File: src/design/wprm_pkg.sv
// shared constants and controller/datapath interface types for the level meter
package wprm_pkg;

  localparam int WIN_BITS  = 21;
  localparam int ADDR_BITS = 3;
  localparam int DATA_BITS = 32;

  localparam logic [WIN_BITS-1:0] WIN_RESET = 21'd48000;

  // register index taken from paddr[2]
  localparam logic REG_WINDOW = 1'b0;

  typedef struct packed {
    logic acc;        // fold the accepted sample into the accumulators
    logic launch;     // window closes: snapshot into the engine, clear accumulators
    logic div_step;   // one restoring division step
    logic sqrt_step;  // one digit of the square root
    logic out_load;   // move the finished measurement into the output register
  } dp_cmd_t;

  typedef struct packed {
    logic report_due; // the next sample closes the window
  } dp_sts_t;

endpackage

File: src/design/wprm_ctrl.sv
// sequencer for window reports: division, square root and output handoff
module wprm_ctrl import wprm_pkg::*; #(
  parameter int SUM_BITS    = 52,
  parameter int SAMPLE_BITS = 16
) (
  input  logic    clk_i,
  input  logic    rst_ni,
  input  logic    sample_valid_i,
  output logic    sample_stall_o,
  output logic    result_valid_o,
  input  logic    result_stall_i,
  input  dp_sts_t sts_i,
  output dp_cmd_t cmd_o
);

  localparam int CNT_BITS = $clog2(SUM_BITS);
  localparam logic [CNT_BITS-1:0] DIV_LAST  = CNT_BITS'(SUM_BITS - 1);
  localparam logic [CNT_BITS-1:0] SQRT_LAST = CNT_BITS'(SAMPLE_BITS - 1);

  localparam logic [1:0] ST_IDLE = 2'd0;
  localparam logic [1:0] ST_DIV  = 2'd1;
  localparam logic [1:0] ST_SQRT = 2'd2;
  localparam logic [1:0] ST_HOLD = 2'd3;

  logic [1:0]          state_q, state_d;
  logic [CNT_BITS-1:0] cnt_q, cnt_d;
  logic                out_valid_q, out_valid_d;
  logic                accept;

  // a sample that closes a window waits until the engine is free
  assign sample_stall_o = sts_i.report_due && (state_q != ST_IDLE);
  assign accept         = sample_valid_i && !sample_stall_o;
  assign result_valid_o = out_valid_q;

  always_comb begin
    state_d       = state_q;
    cnt_d         = cnt_q;
    cmd_o         = '0;
    cmd_o.acc     = accept;
    cmd_o.launch  = accept && sts_i.report_due;
    case (state_q)
      ST_IDLE: begin
        if (cmd_o.launch) begin
          state_d = ST_DIV;
          cnt_d   = '0;
        end
      end
      ST_DIV: begin
        cmd_o.div_step = 1'b1;
        cnt_d          = cnt_q + 1'b1;
        if (cnt_q == DIV_LAST) begin
          state_d = ST_SQRT;
          cnt_d   = '0;
        end
      end
      ST_SQRT: begin
        cmd_o.sqrt_step = 1'b1;
        cnt_d           = cnt_q + 1'b1;
        if (cnt_q == SQRT_LAST) begin
          state_d = ST_HOLD;
          cnt_d   = '0;
        end
      end
      ST_HOLD: begin
        if (!out_valid_q || !result_stall_i) begin
          cmd_o.out_load = 1'b1;
          state_d        = ST_IDLE;
        end
      end
      default: begin
        state_d = ST_IDLE;
      end
    endcase
  end

  always_comb begin
    out_valid_d = out_valid_q;
    if (cmd_o.out_load) begin
      out_valid_d = 1'b1;
    end else if (out_valid_q && !result_stall_i) begin
      out_valid_d = 1'b0;
    end
  end

  always_ff @(posedge clk_i or negedge rst_ni) begin
    if (!rst_ni) begin
      state_q     <= ST_IDLE;
      cnt_q       <= '0;
      out_valid_q <= 1'b0;
    end else begin
      state_q     <= state_d;
      cnt_q       <= cnt_d;
      out_valid_q <= out_valid_d;
    end
  end

endmodule

File: src/design/wprm_dp.sv
// accumulators, shared divide/square-root engine and output register
module wprm_dp import wprm_pkg::*; #(
  parameter int SAMPLE_BITS = 16,
  parameter int COUNT_BITS  = 22,
  parameter int SUM_BITS    = 52
) (
  input  logic                          clk_i,
  input  logic                          rst_ni,
  input  dp_cmd_t                       cmd_i,
  output dp_sts_t                       sts_o,
  input  logic signed [SAMPLE_BITS-1:0] sample_i,
  input  logic [WIN_BITS-1:0]           window_length_i,
  output logic [SAMPLE_BITS-1:0]        peak_level_o,
  output logic [SAMPLE_BITS-1:0]        rms_level_o,
  output logic [COUNT_BITS-1:0]         window_samples_o
);

  localparam int CMP_BITS = (COUNT_BITS > WIN_BITS) ? COUNT_BITS : WIN_BITS;
  localparam int SREM_BITS = SAMPLE_BITS + 2;

  // accumulators
  logic [SAMPLE_BITS-1:0]   peak_q, peak_next;
  logic [SUM_BITS-1:0]      sum_q, sum_next;
  logic [COUNT_BITS-1:0]    count_q, count_inc;
  logic [SAMPLE_BITS-1:0]   mag;
  logic [2*SAMPLE_BITS-1:0] square;

  // engine
  logic [SAMPLE_BITS-1:0]   job_peak_q;
  logic [COUNT_BITS-1:0]    job_count_q;
  logic [SUM_BITS-1:0]      dq_q;
  logic [COUNT_BITS-1:0]    drem_q;
  logic [COUNT_BITS:0]      drem_sh, drem_diff;
  logic                     div_ge;
  logic [SAMPLE_BITS-1:0]   root_q;
  logic [SREM_BITS-1:0]     srem_q;
  logic [SREM_BITS+1:0]     srem_sh, srem_trial, srem_diff;
  logic                     sqrt_ge;

  // magnitude: the most negative code comes out as 2^(SAMPLE_BITS-1) unsigned
  assign mag       = sample_i[SAMPLE_BITS-1] ? (~$unsigned(sample_i) + 1'b1)
                                             : $unsigned(sample_i);
  assign square    = mag * mag;
  assign sum_next  = sum_q + SUM_BITS'(square);
  assign peak_next = (mag > peak_q) ? mag : peak_q;
  assign count_inc = count_q + 1'b1;

  // report when the count passes the window, or is about to wrap
  assign sts_o.report_due = (CMP_BITS'(count_inc) > CMP_BITS'(window_length_i))
                            || (&count_inc);

  always_ff @(posedge clk_i or negedge rst_ni) begin
    if (!rst_ni) begin
      peak_q  <= '0;
      sum_q   <= '0;
      count_q <= '0;
    end else if (cmd_i.launch) begin
      peak_q  <= '0;
      sum_q   <= '0;
      count_q <= '0;
    end else if (cmd_i.acc) begin
      peak_q  <= peak_next;
      sum_q   <= sum_next;
      count_q <= count_inc;
    end
  end

  // restoring division, one quotient bit per step, quotient shifts into dq
  assign drem_sh   = {drem_q, dq_q[SUM_BITS-1]};
  assign drem_diff = drem_sh - {1'b0, job_count_q};
  assign div_ge    = drem_sh >= {1'b0, job_count_q};

  // digit-by-digit root, radicand taken two bits at a time from bit 2*SAMPLE_BITS-1 of dq downwards
  assign srem_sh    = {srem_q, dq_q[2*SAMPLE_BITS-1 -: 2]};
  assign srem_trial = {2'b00, root_q, 2'b01};
  assign srem_diff  = srem_sh - srem_trial;
  assign sqrt_ge    = srem_sh >= srem_trial;

  always_ff @(posedge clk_i) begin
    if (cmd_i.launch) begin
      job_peak_q  <= peak_next;
      job_count_q <= count_inc;
      dq_q        <= sum_next;
      drem_q      <= '0;
      root_q      <= '0;
      srem_q      <= '0;
    end else if (cmd_i.div_step) begin
      dq_q   <= {dq_q[SUM_BITS-2:0], div_ge};
      drem_q <= div_ge ? drem_diff[COUNT_BITS-1:0] : drem_sh[COUNT_BITS-1:0];
    end else if (cmd_i.sqrt_step) begin
      dq_q   <= {dq_q[SUM_BITS-3:0], 2'b00};
      root_q <= {root_q[SAMPLE_BITS-2:0], sqrt_ge};
      srem_q <= sqrt_ge ? srem_diff[SREM_BITS-1:0] : srem_sh[SREM_BITS-1:0];
    end
  end

  always_ff @(posedge clk_i) begin
    if (cmd_i.out_load) begin
      peak_level_o     <= job_peak_q;
      rms_level_o      <= root_q;
      window_samples_o <= job_count_q;
    end
  end

endmodule

File: src/design/windowed_peak_rms_meter.sv
// top level of the windowed peak and rms level meter
// Audio level meter. One signed sample is accepted per clock unless stalled;
// its magnitude updates a peak hold, its square a sum of squares, and a
// counter counts it. When a sample makes the count exceed window_length (APB
// register at byte address 0), or would wrap the counter, the peak, the count
// and the sum are handed to a shared divide/root engine and the accumulators
// restart at once, so sampling goes on while the report is computed. The
// engine runs a restoring division of SUM_BITS = 2*SAMPLE_BITS-2+COUNT_BITS
// quotient bits (52 by default), then a square root of SAMPLE_BITS digits
// (16), then a load into the output register. A sample that closes the next
// window is stalled while the engine is still busy, so windows shorter than
// the engine's run slow the input; otherwise one sample is taken every
// cycle. A finished result waits in the output register; the engine only
// stays busy past the root while an earlier result there has not been
// taken, and then a closing sample waits with it.
module windowed_peak_rms_meter import wprm_pkg::*; #(
  parameter int SAMPLE_BITS = 16,
  parameter int COUNT_BITS  = 22
) (
  input  logic                          clk_i,
  input  logic                          rst_ni,
  input  logic                          sample_valid_i,
  output logic                          sample_stall_o,
  input  logic signed [SAMPLE_BITS-1:0] sample_i,
  output logic                          result_valid_o,
  input  logic                          result_stall_i,
  output logic [SAMPLE_BITS-1:0]        peak_level_o,
  output logic [SAMPLE_BITS-1:0]        rms_level_o,
  output logic [COUNT_BITS-1:0]         window_samples_o,
  input  logic                          psel,
  input  logic                          penable,
  input  logic                          pwrite,
  input  logic [ADDR_BITS-1:0]          paddr,
  input  logic [DATA_BITS-1:0]          pwdata,
  output logic [DATA_BITS-1:0]          prdata,
  output logic                          pready
);

  localparam int SUM_BITS = 2*SAMPLE_BITS - 2 + COUNT_BITS;

  logic [WIN_BITS-1:0] window_q;
  dp_cmd_t             cmd;
  dp_sts_t             sts;

  assign pready = 1'b1;

  always_ff @(posedge clk_i or negedge rst_ni) begin
    if (!rst_ni) begin
      window_q <= WIN_RESET;
    end else if (psel && penable && pwrite && pready && (paddr[2] == REG_WINDOW)) begin
      window_q <= pwdata[WIN_BITS-1:0];
    end
  end

  always_comb begin
    prdata = '0;
    if (paddr[2] == REG_WINDOW) begin
      prdata = DATA_BITS'(window_q);
    end
  end

  wprm_ctrl #(
    .SUM_BITS    (SUM_BITS),
    .SAMPLE_BITS (SAMPLE_BITS)
  ) u_ctrl (
    .clk_i          (clk_i),
    .rst_ni         (rst_ni),
    .sample_valid_i (sample_valid_i),
    .sample_stall_o (sample_stall_o),
    .result_valid_o (result_valid_o),
    .result_stall_i (result_stall_i),
    .sts_i          (sts),
    .cmd_o          (cmd)
  );

  wprm_dp #(
    .SAMPLE_BITS (SAMPLE_BITS),
    .COUNT_BITS  (COUNT_BITS),
    .SUM_BITS    (SUM_BITS)
  ) u_dp (
    .clk_i            (clk_i),
    .rst_ni           (rst_ni),
    .cmd_i            (cmd),
    .sts_o            (sts),
    .sample_i         (sample_i),
    .window_length_i  (window_q),
    .peak_level_o     (peak_level_o),
    .rms_level_o      (rms_level_o),
    .window_samples_o (window_samples_o)
  );

  // input is only held back for a sample that would close a window
  a_stall_only_on_report: assert property (@(posedge clk_i) disable iff (!rst_ni)
    sample_stall_o |-> sts.report_due)
    else $error("sample stalled without a pending report");

  // a report always covers at least one sample
  a_nonempty_window: assert property (@(posedge clk_i) disable iff (!rst_ni)
    result_valid_o |-> (window_samples_o != '0))
    else $error("report with zero samples");

  // mean square never exceeds the peak squared
  a_rms_below_peak: assert property (@(posedge clk_i) disable iff (!rst_ni)
    result_valid_o |-> (rms_level_o <= peak_level_o))
    else $error("rms level above peak level");

endmodule
File: config.mk
export PLATFORM = sky130hd
export DESIGN_NAME = windowed_peak_rms_meter
export DESIGN_NICKNAME = d
export VERILOG_FILES = /design/src/design/wprm_pkg.sv /design/src/design/wprm_ctrl.sv /design/src/design/wprm_dp.sv /design/src/design/windowed_peak_rms_meter.sv
export SDC_FILE = /design/constraint.sdc
export NUM_CORES = 1
export LEC_CHECK = 0
export ABC_AREA = 0
export BUFFER_PORTS_ARGS = -buffer_cell sky130_fd_sc_hd__buf_4
export CAP_MARGIN = 20
export CORE_UTILIZATION = 50
export DETAILED_ROUTE_END_ITERATION = 8
export GPL_ROUTABILITY_DRIVEN = 1
export PLACE_DENSITY = 0.8
export SETUP_SLACK_MARGIN = 0.2
export SLEW_MARGIN = 10
export SYNTH_ARGS = -nofsm -noshare
export SYNTH_HDL_FRONTEND = slang
export SYNTH_HIERARCHICAL = 1
export SYNTH_SLANG_ARGS = --single-unit
File: constraint.sdc
create_clock -name clk_i -period 5.96 [get_ports clk_i]
set_input_delay 0.596 -clock clk_i [delete_from_list [all_inputs] [get_ports clk_i]]
set_output_delay 0.596 -clock clk_i [all_outputs]
set_load 0.005 [all_outputs]
==> impl_metrics.csv, run 1 <==
group,metric,value,unit
run,max-cap-violations,0,
synthesis,async_reset_ff_frac,0.3750,
layout,antennaDiodeCount,0,
synthesis,synth.avg_cell_area,9.526,um^2
grt,antenna_found_initial,0,
critical_path,endpoint_kind,"flip-flop",
timing,fin_tns_setup,-127980,ps
cts,clk_latency,590,ps
layout,post_route_cells_drive_above_1_share,0.2709,
timing,hold_viol,21,
routing,drt-total-wl,74.88,mm
synthesis,yosys-top-cells-area,"edfxtp_1, fa_1, dfrtp_1",
routing,drcViolationCount,0,
synthesis,synth_edf_count,144,
cts,path_clk_slew,60,ps
place,gp_congestion,0.9566,
critical_path,critPathKind,"input pin to flip-flop",
die,top_level_ports,147,
grt,grt_usage,0.2631,
critical_path,crit_path_start_kind,"input pin",
timing,fin_crit,7906,ps
timing,rsz0062_at_grt,"yes",
timing,slew_headroom,0.2256,
routing,antenna_left,0,
critical_path,worstPathRequired,6250,ps
die,start_util,0.5065,
hold_path,hp-class,"input pin to async pin",
cts,numCtsBuffers,37,
cts,clock-root-buffer,"clkbuf_16",
timing,slew_violations,0,
synthesis,syn_area,25990,um^2
critical_path,max_stage_delay,560,ps
cts,cts-htree-levels,2,
routing,drt_iter0_drc,1667,
cts,cts_tree,"yes",
critical_path,crit_path_frequent_cell,"fa_1",
synthesis,synth_top_area_frac,0.1664,
timing,tightest_slew,1162,ps
synthesis,yosys.cell_types.count,86,
routing,via_count,21814,
synthesis,ys_ff_latch,320,
die,core,51300,um^2
layout,nets,3564,
place,portBuffers,121,
critical_path,critPathSlowestCell,"fa_1",
place,dp_slack,-2410,ps
synthesis,ys.flop_type,"edfxtp_1",
place,hpwlAfterDp,48.02,mm
cts,cts.path.max_buffers,3,
die,die_w,230.0,um
cts,ctsHoldBuffers,0,
routing,wl_per_cell,19.58,um
grt,grt_max_degree,129,
die,die-area,52890,um^2
grt,grt_pass1_vias,22333,
layout,areaGrowthSynthToFinish,27.56,%
die,rows,83,
timing,hold_slack,-21.26,ps
critical_path,arrival,8200,ps
routing,via_per_inst,5.703,
timing,min_period_over_period,1.327,
die,fp.dieH,230.0,um
synthesis,syn_inst,2728,
routing,dr.pass1.iters,7,
grt,grt_pass1_wl,112.9,mm
outcome,status,"finished, violations left",
critical_path,path_max_fanout,7,
cts,cts.sinks,320,
timing,max_freq,126.5,MHz
outcome,failed_checks,"negative hold slack, negative setup slack",
synthesis,ys_seq_area_frac,0.3254,
timing,skew,54.31,ps
synthesis,synth.largest_area_cell,"edfxtp_1",
synthesis,ys_warn_count,6,
timing,final-setup-viol-count,88,
timing,fin_ws,-1947,ps
grt,gr-total-overflow,0,
## through the flow
step,util,hold WS [ps],instance area [um^2],instances
2_1_floorplan,-,300.4,26380,2747
3_3_place_gp,0.5722,405.1,29360,3656
3_5_place_dp,0.5725,405.6,29370,3657
4_1_cts,0.6305,245.4,32340,3795
5_1_grt,0.6461,0.7084,33150,3825
6_report,0.6461,-21.26,33150,3825
## area by class of cell
cell class              count  area [um^2]
repair inverters            1        7.507
well taps                 680        850.8
inverters                 452         1718
clock buffers              43        978.4
fillers                  3665        18150
flip-flops and latches    320         8457
clock inverters            24        320.3
repair buffers            465         3845
multi-input cells        1840        16970
## placed cells by master, fill, tap and decap left out, types with 14 or more instances in the layout
cell / count
a211oi_1: 55
a21o_1: 50
a21oi_1: 89
a21oi_2: 16
and3_1: 24
buf_4: 390
buf_6: 67
clkbuf_16: 37
conb_1: 23
dfrtp_1: 113
dfxtp_1: 56
edfxtp_1: 144
fa_1: 180
fa_2: 16
ha_1: 164
ha_4: 26
inv_1: 407
inv_2: 39
mux2_4: 20
mux2i_1: 89
nand2_1: 201
nand3_1: 32
nand4_1: 33
nor2_1: 202
nor2_2: 14
nor2b_1: 57
nor3_1: 26
o211ai_1: 14
o21ai_0: 77
o21ai_1: 19
o21ai_2: 14
xnor2_1: 52
xnor2_2: 18
xor2_1: 57
## repair_timing
item | in CTS | in global routing
setup buffers | 69 | 28
pin swaps | 166 | 104
gates resized for setup | 261 | 118
endpoints found under the setup margin | 88 | 90
gates cloned | 2 | 0
## final timing paths
| check | startpoint | end | slack (ps) | cells after the start |
|---|---|---|---|---|
| worst max-delay path | sample_i[2] | u_dp/dq_q[40]$_DFFE_PP_ | -1950 | 29 |
| worst min-delay path | rst_ni | window_q[20]$_DFFE_PN0P_ | -20 | 1 |
| worst max register to register | u_dp/count_q[0]$_DFFE_PN0P_ | u_dp/sum_q[32]$_DFFE_PN0P_ | 220 | 18 |
| worst min register to register | u_dp/job_peak_q[14]$_DFFE_PP_ | u_dp/peak_level_o[14]$_DFFE_PP_ | 420 | 0 |
| max in group asynchronous | rst_ni | u_dp/sum_q[7]$_DFFE_PN0P_ | 4600 | 3 |
| min in group clk_i | pwdata[15] | window_q[15]$_DFFE_PN1P_ | 270 | 2 |
## flip-flops by register name, summed over array words and instances (netlist names), 18 cells and up
signal,count
u_dp/window_samples_o,22
u_dp/dq_q,52
u_dp/job_count_q,22
u_dp/srem_q,18
window_q,21
u_dp/sum_q,52
u_dp/drem_q,22
u_dp/count_q,22
## synth_stat cells (all sizes together), types with 10 or more instances
master	n
buf	41
o21ai	116
a21oi	111
nor2b	60
inv	450
dfxtp	56
a31oi	10
nand2b	11
fa	196
and3	28
o21a	11
mux2	28
xor2	71
o21bai	10
xnor2	75
clkbuf	95
a211oi	69
nand3	35
nor2	225
nor3	31
mux2i	90
edfxtp	144
o211ai	14
ha	193
a21o	50
or3	15
nand2	226
dfrtp	113
nand4	33
## cells by family after synthesis
family / after synthesis / share of synthesized area
simple gates: 707 / 0.1280
xor+xnor: 146 / 0.04993
flops: 320 / 0.3254
compound gates: 456 / 0.1133
mux: 118 / 0.04969
buf+inv: 588 / 0.08908
fa+ha+maj: 389 / 0.2439
other cells: 4 / 0.0005776
## critical path: cells and delay by family
kind | cells | cell delay (ps)
adders and majority gates | 7 | 3280
and+or+nand+nor | 7 | 1960
AOI/OAI and AO/OA | 6 | 1240
buffers and inverters | 7 | 710
xor gates and xnor gates | 2 | 420
## routing by layer
| layer | part of all wire | vias up | routed length, um | global-route usage |
|---|---|---|---|---|
| li1 | - | 9760 | - | - |
| met1 | 0.39 | 10727 | 29030 | 0.3256 |
| met2 | 0.49 | 999 | 36770 | 0.4492 |
| met3 | 0.060 | 328 | 4493 | 0.03881 |
| met4 | 0.061 | 0 | 4589 | 0.1281 |
| met5 | 0 | - | 0 | 0 |
Power of run 1 is left out: the tool's default activity adds up to more than one toggle a clock period on the data nets, which glitch-free logic cannot reach.
==> run 2: changes to the inputs <==
--- a/config.mk
+++ b/config.mk
@@ -11,7 +11,8 @@
 export CORE_UTILIZATION = 50
 export DETAILED_ROUTE_END_ITERATION = 8
 export GPL_ROUTABILITY_DRIVEN = 1
-export PLACE_DENSITY = 0.8
+export MAX_ROUTING_LAYER = met4
+export PLACE_DENSITY = 0.77
 export SETUP_SLACK_MARGIN = 0.2
 export SLEW_MARGIN = 10
 export SYNTH_ARGS = -nofsm -noshare
==> constraint.sdc (replaced) <==
create_clock -name clk_i -period 7.9 [get_ports clk_i]
set_input_delay 0.395 -clock clk_i [delete_from_list [all_inputs] [get_ports clk_i]]
set_output_delay 0.395 -clock clk_i [all_outputs]
set_load 0.005 [all_outputs]
==> impl_metrics.csv, run 2 (synthesized netlist as in run 1, its figures left out) <==
group,metric,value,unit
timing,max_freq,132.8,MHz
place,gp_congestion,0.9746,
critical_path,arrival,7800,ps
routing,via_per_inst,5.475,
routing,via_count,19807,
timing,fin_crit,7528,ps
layout,fill_cells,4369,
cts,cts.sinks,320,
die,rows,83,
die,fp.dieH,230.0,um
routing,dr.pass1.iters,8,
layout,post_route_cells_drive_above_1_share,0.1423,
layout,mostFrequentLayoutCells,"inv_1, buf_4, nor2_1",
grt,grt_max_degree,86,
cts,clk_latency,570,ps
layout,reg_top3,"u_dp/dq_q: 52 flops, u_dp/sum_q: 52 flops",
place,hpwlAfterDp,45.72,mm
timing,skew,39.42,ps
timing,hold_viol,0,
die,die_w,230.0,um
cts,numCtsBuffers,38,
run,max-cap-violations,0,
timing,slew_violations,0,
routing,wl_per_cell,16.83,um
place,dp_slack,-285.0,ps
routing,drcViolationCount,2,
critical_path,critPathKind,"input pin to flip-flop",
cts,clock-root-buffer,"clkbuf_16",
place,place_area,28330,um^2
die,start_util,0.5065,
die,top_level_ports,147,
outcome,failed_checks,"design-rule violations",
place,portBuffers,121,
grt,grt_usage,0.2382,
timing,min_period_over_period,0.9528,
layout,areaGrowthSynthToFinish,14.63,%
critical_path,endpoint_kind,"flip-flop",
layout,multi_input_area,15540,um^2
outcome,status,"finished, violations left",
die,core,51300,um^2
cts,cts_tree,"yes",
grt,gr-total-overflow,0,
critical_path,crit_path_start_kind,"input pin",
hold_path,hp-class,"input pin to flip-flop",
cts,cts.path.max_buffers,3,
layout,area.sequential,8457,um^2
cts,cts-htree-levels,2,
grt,grt_pass1_wl,100.1,mm
timing,hold_slack,56.21,ps
critical_path,worstPathRequired,8170,ps
critical_path,path_max_fanout,8,
routing,drt_iter0_drc,1606,
layout,layout.cells.most_common,"inv_1",
timing,tightest_slew,1129,ps
critical_path,crit_path_frequent_cell,"fa_1",
grt,antenna_found_initial,0,
routing,antenna_left,0,
layout,nets,3356,
cts,path_clk_slew,60,ps
die,die-area,52890,um^2
timing,slew_headroom,0.2471,
timing,final-setup-viol-count,0,
critical_path,max_stage_delay,550,ps
layout,antennaDiodeCount,0,
timing,rsz0062_at_grt,"yes",
routing,drt-total-wl,60.87,mm
critical_path,critPathSlowestCell,"fa_1",
layout,stdcell_area,29790,um^2
timing,fin_ws,372.5,ps
grt,grt_pass1_vias,20300,
## run 2: cell types whose count changed in the layout (fill, tap and decap cells not counted), moves of 20 or more
cell | previous run | this run
buf_4 | 390 | 251
buf_6 | 67 | 3
inv_1 | 407 | 442
o21ai_0 | 77 | 110
inv_2 | 39 | 7
ha_1 | 164 | 189
ha_4 | 26 | 3
nor2_1 | 202 | 225
nand2_1 | 201 | 222
xnor2_1 | 52 | 72
## run 2: path summary, 6_finish.rpt
kind	from	endpoint	slack (ps)	depth (start not counted)
min in group asynchronous	rst_ni	window_q[0]$_DFFE_PN0P_	490	2
setup / recovery	sample_i[0]	u_dp/dq_q[44]$_DFFE_PP_	370	27
hold reg to reg	u_dp/job_peak_q[3]$_DFFE_PP_	u_dp/peak_level_o[3]$_DFFE_PP_	420	0
hold / removal	pwdata[10]	window_q[10]$_DFFE_PN0P_	60	2
max in group asynchronous	rst_ni	u_dp/peak_q[15]$_DFFE_PN0P_	5950	3
setup reg to reg	u_dp/count_q[0]$_DFFE_PN0P_	u_dp/sum_q[51]$_DFFE_PN0P_	1610	21
## run 2: routing by layer
layer	GRT usage	vias up	routed length (um)
met5	-	-	0
met4	0.07368	0	1593
met3	0.03658	117	3509
met2	0.3967	588	30470
met1	0.2979	9747	25300
li1	-	9355	-
## run 2: area by class of cell
type | instances | area share
Multi-Input combinational cell | 1839 | 0.5218
Sequential cell | 320 | 0.2839
Timing Repair Buffer | 258 | 0.06658
Inverter | 452 | 0.05704
Clock buffer | 57 | 0.03776
Tap cell | 680 | 0.02856
Clock inverter | 12 | 0.004326
## run 2: repair_timing
action,4_1_cts,5_1_grt
gates resized for setup,0,33
hold buffers,1,0
setup endpoints to repair,0,46
hold endpoints to repair,48,0
buffers inserted,0,9
## run 2: metrics by stage
stage            util  TNS, ps  instances
2_1_floorplan       -        0       2747
3_3_place_gp   0.5522    -4446       3539
3_5_place_dp   0.5522    -8390       3539
4_1_cts        0.5768        0       3609
5_1_grt        0.5806        0       3618
6_report       0.5806        0       3618
## run 2: critical path: cells and delay by family
family | cells | cell delay (ps)
AO/OA/AOI/OAI | 6 | 1010
buffers and inverters | 7 | 840
adder cells (fa/ha/maj) | 7 | 3450
AND/OR/NAND/NOR | 6 | 1860
XOR/XNOR | 1 | 210
Power of run 2 is left out for the same reason.
==> run 3: changes to the inputs <==
==> constraint.sdc (replaced) <==
create_clock -name clk_i -period 7.8 [get_ports clk_i]
set_input_delay 0.39 -clock clk_i [delete_from_list [all_inputs] [get_ports clk_i]]
set_output_delay 0.39 -clock clk_i [all_outputs]
set_load 0.005 [all_outputs]
==> impl_metrics.csv, run 3 (synthesized netlist as in run 1, its figures left out) <==
group,metric,value,unit
critical_path,endpoint_kind,"flip-flop",
grt,grt_pass1_wl,102.7,mm
routing,met2_length,30.48,mm
timing,fin_crit,7397,ps
place,place_area,28700,um^2
routing,via_count,20065,
grt,antenna_found_initial,0,
critical_path,critPathKind,"input pin to flip-flop",
grt,gr-total-overflow,0,
routing,dr.pass1.iters,6,
timing,slew_headroom,0.3072,
timing,fin_tns_setup,0,ps
timing,max_freq,135.2,MHz
die,top_level_ports,147,
die,core,51300,um^2
timing,rsz0062_at_grt,"yes",
layout,stdcell_area,30320,um^2
critical_path,max_stage_delay,540,ps
timing,min_period_over_period,0.9483,
grt,grt_usage,0.2444,
place,hpwlAfterDp,46.42,mm
routing,wl_met1,26.47,mm
die,die_w,230.0,um
grt,grt_pass1_vias,20651,
die,fp.dieH,230.0,um
cts,clock-root-buffer,"clkbuf_16",
routing,drt_iter0_drc,1492,
routing,top_layer,"met4",
cts,cts.sinks,320,
routing,wl_met3,3.450,mm
critical_path,path_max_fanout,4,
place,portBuffers,121,
layout,layout.cells.most_common,"inv_1",
routing,wl_per_cell,17.14,um
timing,skew,42.70,ps
die,rows,83,
cts,path_clk_slew,60,ps
cts,cts-htree-levels,2,
die,start_util,0.5065,
layout,areaGrowthSynthToFinish,16.69,%
routing,drcViolationCount,0,
outcome,status,"completed",
layout,post_route_cells_drive_above_1_share,0.1670,
layout,fin_util,0.5911,
cts,cts.path.max_buffers,3,
place,gp_congestion,0.9378,
routing,drt-total-wl,62.67,mm
cts,cts_tree,"yes",
layout,reg_top3,"u_dp/dq_q: 52 flops, u_dp/sum_q: 52 flops",
critical_path,worstPathRequired,8070,ps
timing,final-setup-viol-count,0,
timing,slew_violations,0,
critical_path,crit_path_frequent_cell,"fa_1",
timing,tightest_slew,1038,ps
critical_path,critPathSlowestCell,"fa_1",
run,max-cap-violations,0,
layout,antennaDiodeCount,0,
timing,hold_viol,0,
layout,mostFrequentLayoutCells,"inv_1, buf_4, nor2_1",
die,die-area,52890,um^2
hold_path,hp-class,"input pin to flip-flop",
layout,nets,3395,
critical_path,crit_path_start_kind,"input pin",
critical_path,arrival,7670,ps
cts,numCtsBuffers,37,
cts,clk_latency,550,ps
grt,grt_max_degree,85,
routing,via_per_inst,5.488,
routing,antenna_left,0,
timing,hold_slack,76.66,ps
[run 3: metrics by stage]
step	std cells	setup slack (ps)
floorplan	2747	172.3
global placement	3572	-225.6
detailed placement	3572	-391.9
CTS	3644	225.7
global route	3656	174.1
finish	3656	403.2
[run 3: cell type report]
type / count / area, um^2
inverter: 452 / 1702
sequential: 320 / 8457
clock inverter: 15 / 190.2
timing repair buffer: 297 / 2305
multi-input combinational: 1840 / 15760
clock buffer: 52 / 1064
tap: 680 / 850.8
fill: 4257 / 20980
[run 3: routing by layer]
metal	vias to the layer above	GRT usage
li1	9455	-
met1	9843	0.2984
met2	605	0.4080
met3	162	0.04005
met4	0	0.08796
met5	-	-
[run 3: critical path: cells and delay by family]
family | cells | cell delay [ps]
AO/OA/AOI/OAI | 3 | 530
XOR/XNOR | 2 | 420
adder cells (fa/ha/maj) | 7 | 3350
buffers and inverters | 8 | 840
AND/OR/NAND/NOR | 9 | 2140
[run 3: path summary, 6_finish.rpt]
check,to,start,slack [ps],cells past startpoint
worst min-delay path,window_q[18]$_DFFE_PN0P_,pwdata[18],80,2
min in group asynchronous,u_dp/sum_q[5]$_DFFE_PN0P_,rst_ni,490,2
max in group asynchronous,u_dp/sum_q[6]$_DFFE_PN0P_,rst_ni,5900,3
worst min register to register,u_dp/peak_level_o[5]$_DFFE_PP_,u_dp/job_peak_q[5]$_DFFE_PP_,430,0
worst max-delay path,u_dp/dq_q[33]$_DFFE_PP_,sample_i[1],400,29
worst max register to register,u_dp/drem_q[0]$_SDFFE_PP0P_,u_dp/count_q[0]$_DFFE_PN0P_,1600,18
[run 3: what timing repair did]
item / in CTS / in global routing
cloned: 0 / 1
hold endpoints to repair: 30 / 0
setup buffers: 4 / 10
gates resized for setup: 2 / 49
setup endpoints to repair: 10 / 52
pin swaps: 2 / 39
hold buffers: 1 / 0
Power of run 3 is left out for the same reason.
